===== src/hw/rtl/iis_ram.sv =====
`timescale 1ns / 1ps

module iis_ram #(
	parameter int WIDTH = 8,
	parameter int DEPTH = 16
) (
	input  logic                     clk,
	input  logic                     we,
	input  logic [$clog2(DEPTH)-1:0] waddr,
	input  logic [WIDTH-1:0]         wdata,
	input  logic                     re,
	input  logic [$clog2(DEPTH)-1:0] raddr,
	output logic [WIDTH-1:0]         rdata
);

	logic [WIDTH-1:0] mem [DEPTH];

	// One write port, one registered read port; read returns old data on collision
	always_ff @(posedge clk) begin
		if (we)
			mem[waddr] <= wdata;
		if (re)
			rdata <= mem[raddr];
	end

endmodule


===== config.mk =====
export PLATFORM = sky130hd
export DESIGN_NAME = iis_ram
export DESIGN_NICKNAME = d
export VERILOG_FILES = /design/src/hw/rtl/iis_ram.sv
export SDC_FILE = /design/constraint.sdc
export NUM_CORES = 1
export LEC_CHECK = 0
export ABC_CLOCK_PERIOD_IN_PS = 1600
export BUFFER_PORTS_ARGS = -buffer_cell sky130_fd_sc_hd__buf_2
export CAP_MARGIN = 20
export CORE_MARGIN = 2
export CORE_UTILIZATION = 30
export CTS_CLUSTER_DIAMETER = 200
export DETAILED_ROUTE_END_ITERATION = 16
export PLACE_DENSITY_LB_ADDON = 0.12
export SYNTH_ARGS = -nofsm -noshare
export SYNTH_HDL_FRONTEND = slang
export SYNTH_SLANG_ARGS = --single-unit

===== constraint.sdc =====
create_clock -name clk -period 1.6 [get_ports clk]
set_input_delay 0.08 -clock clk [delete_from_list [all_inputs] [get_ports clk]]
set_output_delay 0.08 -clock clk [all_outputs]
set_load 0.03 [all_outputs]

### Word level (Yosys, flattened, before mapping)

Memory sizes are Yosys's and may differ from the RTL's. A register that Yosys moved wholly into a read port is not among the register bits.
Index checks and enable logic that the tools add are counted.

* register bits: 0
* bits in latches: 0
* bits in writable memories: 128
* memory bits (read-only): 0
* memories: 1

* $add $sub $neg: 0
* $mul: 0
* div/mod/pow operators: 0
* order comparisons: 0
* equality and inequality tests: 0
* shift operators: 0
* mux-type cells: 2
* bitwise logic cells: 0
* reductions and logical operators: 0

Memory list
* mem: words 16, width 8, rd ports 1, clocked after memory_dff 1, wr ports 1, line 16 `logic [WIDTH-1:0] mem [DEPTH];`

Operators with widths (number)
* $mux W1: 2

### Logic depth before layout (Yosys ltp)

Gate-level depths: netlist (run 1).

* word-level depth: 2
* gate-level depth with buffers: 5
* gate-level depth less buffers: 3

### Worst setup path after synthesis (run 1)

Ideal clock, no wire load.

* path type: input to register
* from: in waddr[2]
* to: mem mem[0][0], enable pin
* setup time: 0.383 ns
* arrival time: 1.190 ns
* setup slack: 0.027 ns
* stages on the path: 2
* cell sequence: or3b_2 > nor3_1

RTL lines
* from (decl): line 9 `input logic [$clog2(DEPTH)-1:0] waddr,`
* to (decl): line 16

Straight into the memory's write port.

==> qor.txt, run 1 <==
max-slew violations = 0
diode count = 0
Worst Path Required = 1.75 ns
Rows = 48
PD cells = 1236 nW/um^2
final clock skew = 0.007045 ns
clk buf depth = 2
vias in the first global route = 2533
run status = complete, no violations
sequential-to-total area share from yosys stat = 78.12%
Avg Cell Area, Syn = 22.83 um^2
data arrival time of the critical path = 1.62 ns
flop and latch count out of synthesis = 136
DP Worst Slack = -0.1198 ns
DR WL met3 = 551 um
most used flip-flop cell after synthesis = edfxtp_1
share of the synthesized area in the top cell type = 78.12%
post_cts resized = 0
CTS tree = done
Final Hold Viols = 0
met2 wire length = 5365 um
Initial Utilization = 30.43%
Critical Path Source Type = flop
# Post-CTS Setup Buffers = 0
GRT Total Usage = 13.37%
DRC errors left = 0
min-delay src = re
Routed WL = 11100 um
Die X = 136.0 um
highest metal used = met4
crit path cell chain = mux4_1, a22oi_1, nand2_1
Final nets = 309
area leader, netlist = edfxtp_1
DR iter-0 viols = 217
Placed Area = 5836 um^2
CTS buffer count = 17
crit-path max FO = 1
clock tree root buffer cell = clkbuf_16
Setup WS post-layout = 0.1349 ns
relative slew slack = 46.15%
post-synth net total = 248
Syn Inst Count = 229
CP startpoint = mem[9][4]$_DFFE_PP_
DP HPWL = 7482 um
Cell Area, Synth = 5228 um^2
die area = 18500 um^2
main area contributors after synthesis = edfxtp_1 78%, mux4_2 7.8%, mux4_1 7.0%
Clock transition at path regs = 0.05 ns
Skew-Pair Late Insertion Delay = 0.41 ns
Post-synth EDFFs = 136
Placer Congestion = 0.6829
CP max-delay cell = mux4_1
die span in y = 136.0 um
Distinct cells, synth = 18
total gr overflow = 0
Layout area overhead = 21.21%
antenna violations before repair = 0
Hold Crit Class = in -> reg
CTS Hold Bufs = 0
met1 wire length = 5083 um
routed via count = 2402
RSZ-0062 raised after global routing = no
LEAKAGE = 2.122 nW
post-route ant nets = 0
Fmax = 0.6825 GHz
most frequent cell after synthesis = edfxtp_1
clk sinks = 136
hold path cells = 1
fraction of layout instances using a drive strength above 1 = 30.67%
Ports = 27
reg2reg start = mem[9][4]$_DFFE_PP_
max_cap viols = 0
Worst R2R Path Depth = 3
Final period util = 91.57%
Setup CP Type = reg -> reg
drt via density = 4.575
Final Critical Period = 1.465 ns
core area = 17180 um^2
routed wire length per instance = 21.14 um
actual slew at the worst max-slew pin = 0.8061 ns
endpoints failing setup = 0
Yosys warnings = 0
global-route wire length before repair = 16610 um
CTS HTree Levels = 4
1st-pass router iterations = 6
endpoint type of the worst setup path = flop
largest net degree at the start of global routing = 20
maximum vdd drop = 0.0007012 V
post-route cell area = 6336 um^2
most frequent cells after synthesis = 136 x edfxtp_1, 18 x mux4_2, 16 x a22oi_1
Async S/R FF share, synth = 0%
number of port buffers = 26
delay of the slowest critical-path stage = 0.54 ns
## metrics by stage
step | power [mW] | utilization, % | hold WS [ns] | TNS [ns] | std cells
global placement | 4.561 | 33.97 | 0.4750 | -0.5370 | 496
floorplan | 4.342 | - | 0.1789 | 0 | 229
global route | 8.126 | 36.89 | 0.04061 | 0 | 525
finish | 7.832 | 36.89 | 0.04140 | 0 | 525
detailed placement | 4.563 | 33.97 | 0.4725 | -0.4662 | 496
CTS | 7.943 | 36.89 | 0.03306 | 0 | 525
## worst max-delay path, delay by kind of cell, from the launching register on
family / cells / cell delay [ns]
AOI/OAI and AO/OA: 1 / 0.21
muxes: 1 / 0.54
and+or+nand+nor: 1 / 0.09
DFF: 1 / 0.36
## layout by cell type (no fill, tap or decap)
cell type	instances
buf_12	7
bufinv_16	1
edfxtp_1	136
mux4_2	18
nand2_1	9
clkinv_1	3
and2_1	1
nor3_1	4
clkbuf_16	17
nand3b_1	2
or3b_2	1
nand3_1	1
buf_4	19
and2b_1	1
clkinv_2	3
a22oi_1	16
nor2b_1	1
clkbuf_1	5
nand2b_1	2
buf_2	26
nor2_1	13
mux4_1	14
## flip-flops by register name, summed over array words and instances (netlist names)
signal,cells
rdata,8
mem,128
## layout make-up
type | instances | area, um^2
well taps | 225 | 281.5
clock inverters | 7 | 56.30
multi-input cells | 83 | 1057
repair buffers | 52 | 412.9
fillers | 1627 | 10840
clock buffers | 22 | 444.2
flip-flops and latches | 136 | 4084
## path summary, 6_finish.rpt
check | endpoint | slack [ns]
worst min-delay path | rdata[0]$_DFFE_PP_ | 0.04
worst max register to register | rdata[4]$_DFFE_PP_ | 0.13
worst max-delay path | rdata[4]$_DFFE_PP_ | 0.13
worst min register to register | rdata[7]$_DFFE_PP_ | 0.75
## power by group
group | switching, mW | leakage [nW] | total [mW] | internal, mW
clock network | 1.28 | 0.246 | 3.36 | 2.08
registers | 0.0215 | 1.24 | 4.04 | 4.02
logic | 0.250 | 0.640 | 0.435 | 0.185
## per-layer routing
| layer | up-vias | global-route usage (%) |
|---|---|---|
| met5 | - | 0 |
| met4 | 0 | 5.035 |
| met3 | 6 | 3.952 |
| met2 | 53 | 20.41 |
| met1 | 1243 | 18.12 |
| li1 | 1100 | - |
## logic make-up (layout without fill, tap and decap cells)
kind of cell	Yosys count	count (layout)	share of synthesized area (%)
DFF	136	136	78.12
and+or+nand+nor	35	35	3.136
buffers and inverters	10	81	1.651
AOI/OAI and AO/OA	16	16	2.298
muxes	32	32	14.79
No activity file was read; power rests on OpenSTA's default activity.
==> inputs of run 2 (changes only) <==
--- a/config.mk
+++ b/config.mk
@@ -13,6 +13,8 @@
 export CTS_CLUSTER_DIAMETER = 200
 export DETAILED_ROUTE_END_ITERATION = 16
 export PLACE_DENSITY_LB_ADDON = 0.12
+export RECOVER_POWER = 100
+export SETUP_SLACK_MARGIN = 0.3
 export SYNTH_ARGS = -nofsm -noshare
 export SYNTH_HDL_FRONTEND = slang
 export SYNTH_SLANG_ARGS = --single-unit
==> run 2 against run 1 <==
Via count grew 0.54%. Utilization shrank 1.1 points. First-iteration DRC count shrank 12%. Final cell count is the same. Die area is the same. Routed wire length grew 0.40%.
==> qor.txt, run 2 (synthesized netlist as in run 1, its figures left out) <==
Final nets = 309 (unchanged)
Layout area overhead = 17.64%
Rows = 48 (unchanged)
Top Family by Delay on Critical Path = multiplexers
core area = 17180 um^2 (unchanged)
Die X = 136.0 um (unchanged)
Worst R2R Path Depth = 3 (unchanged)
drt via density = 4.600 (+0.54%)
Ports = 27 (unchanged)
Final Critical Period = 1.439 ns (-0.02630 ns)
CTS buffer count = 17 (unchanged)
CTS tree = done
max_cap viols = 0 (unchanged)
clock tree root buffer cell = clkbuf_16
max reg flops = 128 (unchanged)
actual slew at the worst max-slew pin = 0.9020 ns (+0.09585 ns)
Worst setup endpoint = rdata[4]$_DFFE_PP_
biggest regs = mem (128), rdata (8)
die area = 18500 um^2 (unchanged)
number of port buffers = 26 (unchanged)
Worst Path Required = 1.76 ns (about the same)
met1 wire length = 5166 um (+1.6%)
vias in the first global route = 2551 (+0.71%)
Layout Utilization = 35.80% (-1.1 points)
# Post-CTS Setup Buffers = 0 (unchanged)
Most flops, register = mem
critical path depth = 3 (unchanged)
DP HPWL = 7135 um (-4.6%)
endpoints failing setup = 0 (unchanged)
met2 wire length = 5386 um (+0.39%)
LEAKAGE = 1.919 nW (-9.5%)
PD cells = 1240 nW/um^2 (+0.28%)
placed cells = 496 (unchanged)
RSZ-0062 raised after global routing = yes
Setup WS post-layout = 0.1612 ns (+0.02630 ns)
data arrival time of the critical path = 1.60 ns (-0.02 ns)
Initial Utilization = 30.43% (unchanged)
CP startpoint = mem[3][4]$_DFFE_PP_
Hold Crit Class = in -> reg
Routed WL = 11140 um (+0.40%)
highest metal used = met4
crit-path max FO = 1 (unchanged)
1st-pass router iterations = 4 (-2)
Critical Path Source Type = flop
DRC errors left = 0 (unchanged)
CTS HTree Levels = 4 (unchanged)
Skew-Pair Late Insertion Delay = 0.41 ns (about the same)
die span in y = 136.0 um (unchanged)
R2R Path End = rdata[4]$_DFFE_PP_
CP max-delay cell = mux4_2
DR iter-0 viols = 190 (-12%)
area of the multi-input gates = 1033 um^2 (-2.2%)
Crit path buffers/inverters = 0 (unchanged)
Placer Congestion = 0.6660 (-2.5%)
post-route cell area = 6150 um^2 (-2.9%)
max-slew violations = 0 (unchanged)
DR WL met3 = 395 um (-28%)
final clock skew = 0.005258 ns (-0.001787 ns)
largest net degree at the start of global routing = 23 (+15%)
diode count = 0 (unchanged)
crit path cell chain = mux4_2, a22oi_1, nand2_1
FILL cells = 1640 (+0.80%)
post-route ant nets = 0 (unchanged)
Clock transition at path regs = 0.05 ns (about the same)
clk sinks = 136 (unchanged)
R2R Setup Slk = 0.16 ns (+0.03 ns)
relative slew slack = 39.65% (-6.5 points)
fraction of layout instances using a drive strength above 1 = 23.00% (-7.7 points)
post-route insts no fill = 525 (unchanged)
register area = 4084 um^2 (unchanged)
maximum vdd drop = 0.0006908 V (-1.5%)
most common cell after layout, fill and taps aside = edfxtp_1
run status = complete, no violations
GRT Total Usage = 13.21% (-0.16 points)
Final Hold Viols = 0 (unchanged)
total gr overflow = 0 (unchanged)
antenna violations before repair = 0 (unchanged)
DP Worst Slack = -0.06851 ns (+0.05129 ns)
Placed Area = 5769 um^2 (-1.1%)
global-route wire length before repair = 16520 um (-0.54%)
routed via count = 2415 (+0.54%)
routed wire length per instance = 21.22 um (+0.40%)
Final period util = 89.93% (-1.6 points)
clk buf depth = 2 (unchanged)
CTS Hold Bufs = 0 (unchanged)
Fmax = 0.6950 GHz (+1.8%)
most frequent cells in the layout = 136 x edfxtp_1, 40 x clkbuf_1, 29 x mux4_2
Setup CP Type = reg -> reg
delay of the slowest critical-path stage = 0.46 ns (-0.08 ns)
endpoint type of the worst setup path = flop
reg2reg start = mem[3][4]$_DFFE_PP_
-- run 2: repair_timing --
item | CTS | global route
gates resized for setup | 7 | 3
pin swaps | 4 | 3
endpoints found under the hold margin | 0 | 0
cloned | 0 | 0
endpoints found under the setup margin | 8 | 8
-- run 2: worst register-to-register path, stage by stage (launching register included) --
cell and delay (ns):
edfxtp_1 0.36, mux4_2 0.46, a22oi_1 0.29, nand2_1 0.08
-- run 2: per-layer routing --
metal / vias to the layer above / global-route usage (%)
li1: 1092 / -
met1: 1259 / 17.54
met4: 0 / 5.729
met5: - / 0
met3: 15 / 3.654
met2: 49 / 20.41
-- run 2: through the flow --
| step | hold slack, ns | setup TNS (ns) | power [mW] |
|---|---|---|---|
| 6_report | 0.1980 | 0 | 7.623 |
| 5_1_grt | 0.1955 | 0 | 7.899 |
| 4_1_cts | 0.03416 | 0 | 7.745 |
| 3_5_place_dp | 0.4720 | -0.1740 | 4.553 |
| 3_3_place_gp | 0.4647 | -0.1743 | 4.552 |
| 2_1_floorplan | 0.1789 | 0 | 4.355 |
-- run 2: layout make-up --
class	count	share of cell area [%]
Timing Repair Buffer	52	4.496
Sequential cell	136	66.41
Clock buffer	20	7.101
Tap cell	225	4.578
Multi-Input combinational cell	83	16.81
Clock inverter	9	0.6104
-- run 2: worst min-delay path by stage --
stage | from | endpoint | cells after the start
after floorplan | wdata[0] | mem[0][0]$_DFFE_PP_ | 0
after global placement | re | rdata[3]$_DFFE_PP_ | 1
after detailed placement | re | rdata[2]$_DFFE_PP_ | 1
after CTS | re | rdata[2]$_DFFE_PP_ | 1
after global routing | re | rdata[2]$_DFFE_PP_ | 1
final | re | rdata[2]$_DFFE_PP_ | 1
-- run 2: power breakdown --
part	switching, mW	leakage, nW	total (mW)	internal (mW)
clock network	1.26	0.234	3.16	1.90
registers	0.0234	1.24	4.05	4.02
logic	0.252	0.449	0.415	0.163
total	1.54	1.92	7.62	6.09
==> inputs of run 3 (changes only) <==
--- a/config.mk
+++ b/config.mk
@@ -5,7 +5,7 @@
 export SDC_FILE = /design/constraint.sdc
 export NUM_CORES = 1
 export LEC_CHECK = 0
-export ABC_CLOCK_PERIOD_IN_PS = 1600
+export ABC_CLOCK_PERIOD_IN_PS = 1500
 export BUFFER_PORTS_ARGS = -buffer_cell sky130_fd_sc_hd__buf_2
 export CAP_MARGIN = 20
 export CORE_MARGIN = 2
==> constraint.sdc (replaced) <==
create_clock -name clk -period 1.5 [get_ports clk]
set_input_delay 0.075 -clock clk [delete_from_list [all_inputs] [get_ports clk]]
set_output_delay 0.075 -clock clk [all_outputs]
set_load 0.03 [all_outputs]
==> run 3 against run 2 <==
Register-to-register slack got worse by 0.14 ns. Combinational power rose by 11%. Clock power rose by 16%. Power rose by 11%. Non-clock buffer count did not move. Global-route usage rose by 0.31 points. Critical endpoint is now rdata[7]$_DFFE_PP_.
==> qor.txt, run 3 (synthesized netlist as in run 1, its figures left out) <==
run status = complete, no violations
Layout area overhead = 19.10%
Ports = 27 (unchanged)
CTS HTree Levels = 4 (unchanged)
antenna violations before repair = 0 (unchanged)
largest net degree at the start of global routing = 17 (-26%)
endpoints failing setup = 0 (unchanged)
Final Critical Period = 1.479 ns (+0.04021 ns)
max_cap viols = 0 (unchanged)
diode count = 0 (unchanged)
biggest regs = mem (128), rdata (8)
final clock skew = 0.003417 ns (-0.001841 ns)
Most flops, register = mem
vias in the first global route = 2609 (+2.3%)
Placed Area = 5813 um^2 (+0.76%)
clock tree root buffer cell = clkbuf_16
number of port buffers = 26 (unchanged)
GRT Total Usage = 13.53% (+0.31 points)
DP HPWL = 7640 um (+7.1%)
DP Worst Slack = -0.3052 ns (-0.2366 ns)
most common cell after layout, fill and taps aside = edfxtp_1
global-route wire length before repair = 17140 um (+3.8%)
post-route cell area = 6226 um^2 (+1.2%)
maximum vdd drop = 0.0007303 V (+5.7%)
endpoint type of the worst setup path = flop
Fin Hold WS = 0.1562 ns (-0.04185 ns)
sequential share of power = 51.1% (-2.0 points)
Tot Pwr = 8.442 mW (+11%)
Placer Congestion = 0.6820 (+2.4%)
die span in y = 136.0 um (unchanged)
Fmax = 0.6761 GHz (-2.7%)
actual slew at the worst max-slew pin = 0.8768 ns (-0.02520 ns)
Clk pwr share = 43.5% (+2.0 points)
max reg flops = 128 (unchanged)
clk buf depth = 2 (unchanged)
Worst Path Required = 1.66 ns (-0.10 ns)
Initial Utilization = 30.43% (unchanged)
Setup WS post-layout = 0.02096 ns (-0.1402 ns)
# Post-CTS Setup Buffers = 0 (unchanged)
Routed WL = 11510 um (+3.3%)
CTS tree = done
CTS buffer count = 17 (unchanged)
CTS Hold Bufs = 0 (unchanged)
Skew-Pair Late Insertion Delay = 0.41 ns (about the same)
clk sinks = 136 (unchanged)
fraction of layout instances using a drive strength above 1 = 25.74% (+2.7 points)
Final period util = 98.60% (+8.7 points)
RSZ-0062 raised after global routing = yes
DRC errors left = 0 (unchanged)
routed wire length per instance = 21.81 um (+2.7%)
Final Hold Viols = 0 (unchanged)
Die X = 136.0 um (unchanged)
Rows = 48 (unchanged)
most frequent cells in the layout = 136 x edfxtp_1, 39 x clkbuf_1, 29 x mux4_2
data arrival time of the critical path = 1.64 ns (+0.04 ns)
DR iter-0 viols = 227 (+19%)
drt via density = 4.640 (+0.87%)
Logic pwr share = 5.5% (about the same)
routed via count = 2450 (+1.4%)
switching share of total power = 20.62% (+0.46 points)
cell-internal power = 6.702 mW (+10%)
switching pwr = 1.740 mW (+13%)
Critical Path Source Type = flop
1st-pass router iterations = 4 (unchanged)
Total Neg Setup Slack = 0 ns (unchanged)
Hold Crit Class = in -> reg
post-route ant nets = 0 (unchanged)
FILL cells = 1647 (+0.43%)
max-slew violations = 0 (unchanged)
core area = 17180 um^2 (unchanged)
Setup CP Type = reg -> reg
LEAKAGE = 1.959 nW (+2.0%)
PD cells = 1356 nW/um^2 (+9.4%)
relative slew slack = 41.43% (+1.8 points)
total gr overflow = 0 (unchanged)
crit-path max FO = 1 (unchanged)
Clock transition at path regs = 0.06 ns (about the same)
die area = 18500 um^2 (unchanged)
Final nets = 309 (unchanged)
==> run 3: changes by cell type in the layout (fill, tap and decap cells not counted), sizes merged <==
cell	previous run	this run
clkinvlp	0	1
clkbuf	57	56
buf	15	16
bufinv	0	1
clkinv	9	10
==> run 3: worst max-delay path, stage by stage, from the launching register on <==
cell and delay [ns]:
edfxtp_1 0.36, mux4_2 0.49, a22oi_2 0.19, buf_4 0.15, nand2_2 0.04
==> run 3: layout make-up <==
| cell class | count | area, um^2 | area share, % |
|---|---|---|---|
| Clock inverter | 12 | 85.08 | 1.367 |
| Timing Repair Buffer | 52 | 302.8 | 4.863 |
| Tap cell | 225 | 281.5 | 4.522 |
| Clock buffer | 20 | 436.7 | 7.014 |
| Multi-Input combinational cell | 83 | 1036 | 16.64 |
| Sequential cell | 136 | 4084 | 65.59 |
==> run 3: per-stage QoR <==
| step | std cells | utilization [%] |
|---|---|---|
| floorplan | 229 | - |
| finish | 528 | 36.25 |
| CTS | 528 | 36.95 |
| global route | 528 | 36.25 |
| detailed placement | 496 | 33.84 |
| global placement | 496 | 33.84 |
==> run 3: final timing paths <==
path	depth (start not counted)	start	end	slack, ns
max reg2reg	4	mem[0][7]$_DFFE_PP_	rdata[7]$_DFFE_PP_	0.02
min reg2reg	3	mem[4][0]$_DFFE_PP_	rdata[0]$_DFFE_PP_	0.75
min	1	re	rdata[7]$_DFFE_PP_	0.16
max	4	mem[0][7]$_DFFE_PP_	rdata[7]$_DFFE_PP_	0.02
==> run 3: layer usage <==
layer,GRT usage [%],vias up,routed length (um),part of all wire [%]
li1,-,1091,-,-
met1,17.48,1301,5332,46
met3,3.729,13,380,3.3
met2,22.08,45,5635,49
met4,4.514,0,166,1.4
met5,0,-,0,0
==> run 3: power by group through the flow <==
stage,logic [mW],clock network (mW),registers [mW]
floorplan,0.238,0,4.42
global placement,0.493,0,4.38
detailed placement,0.492,0,4.38
CTS,0.498,3.76,4.31
global route,0.504,3.90,4.32
finish,0.461,3.67,4.31
==> run 3: what timing repair did <==
action                     CTS  global route
cloned                       0             0
setup endpoints to repair    8             8
gates resized for setup      3             0
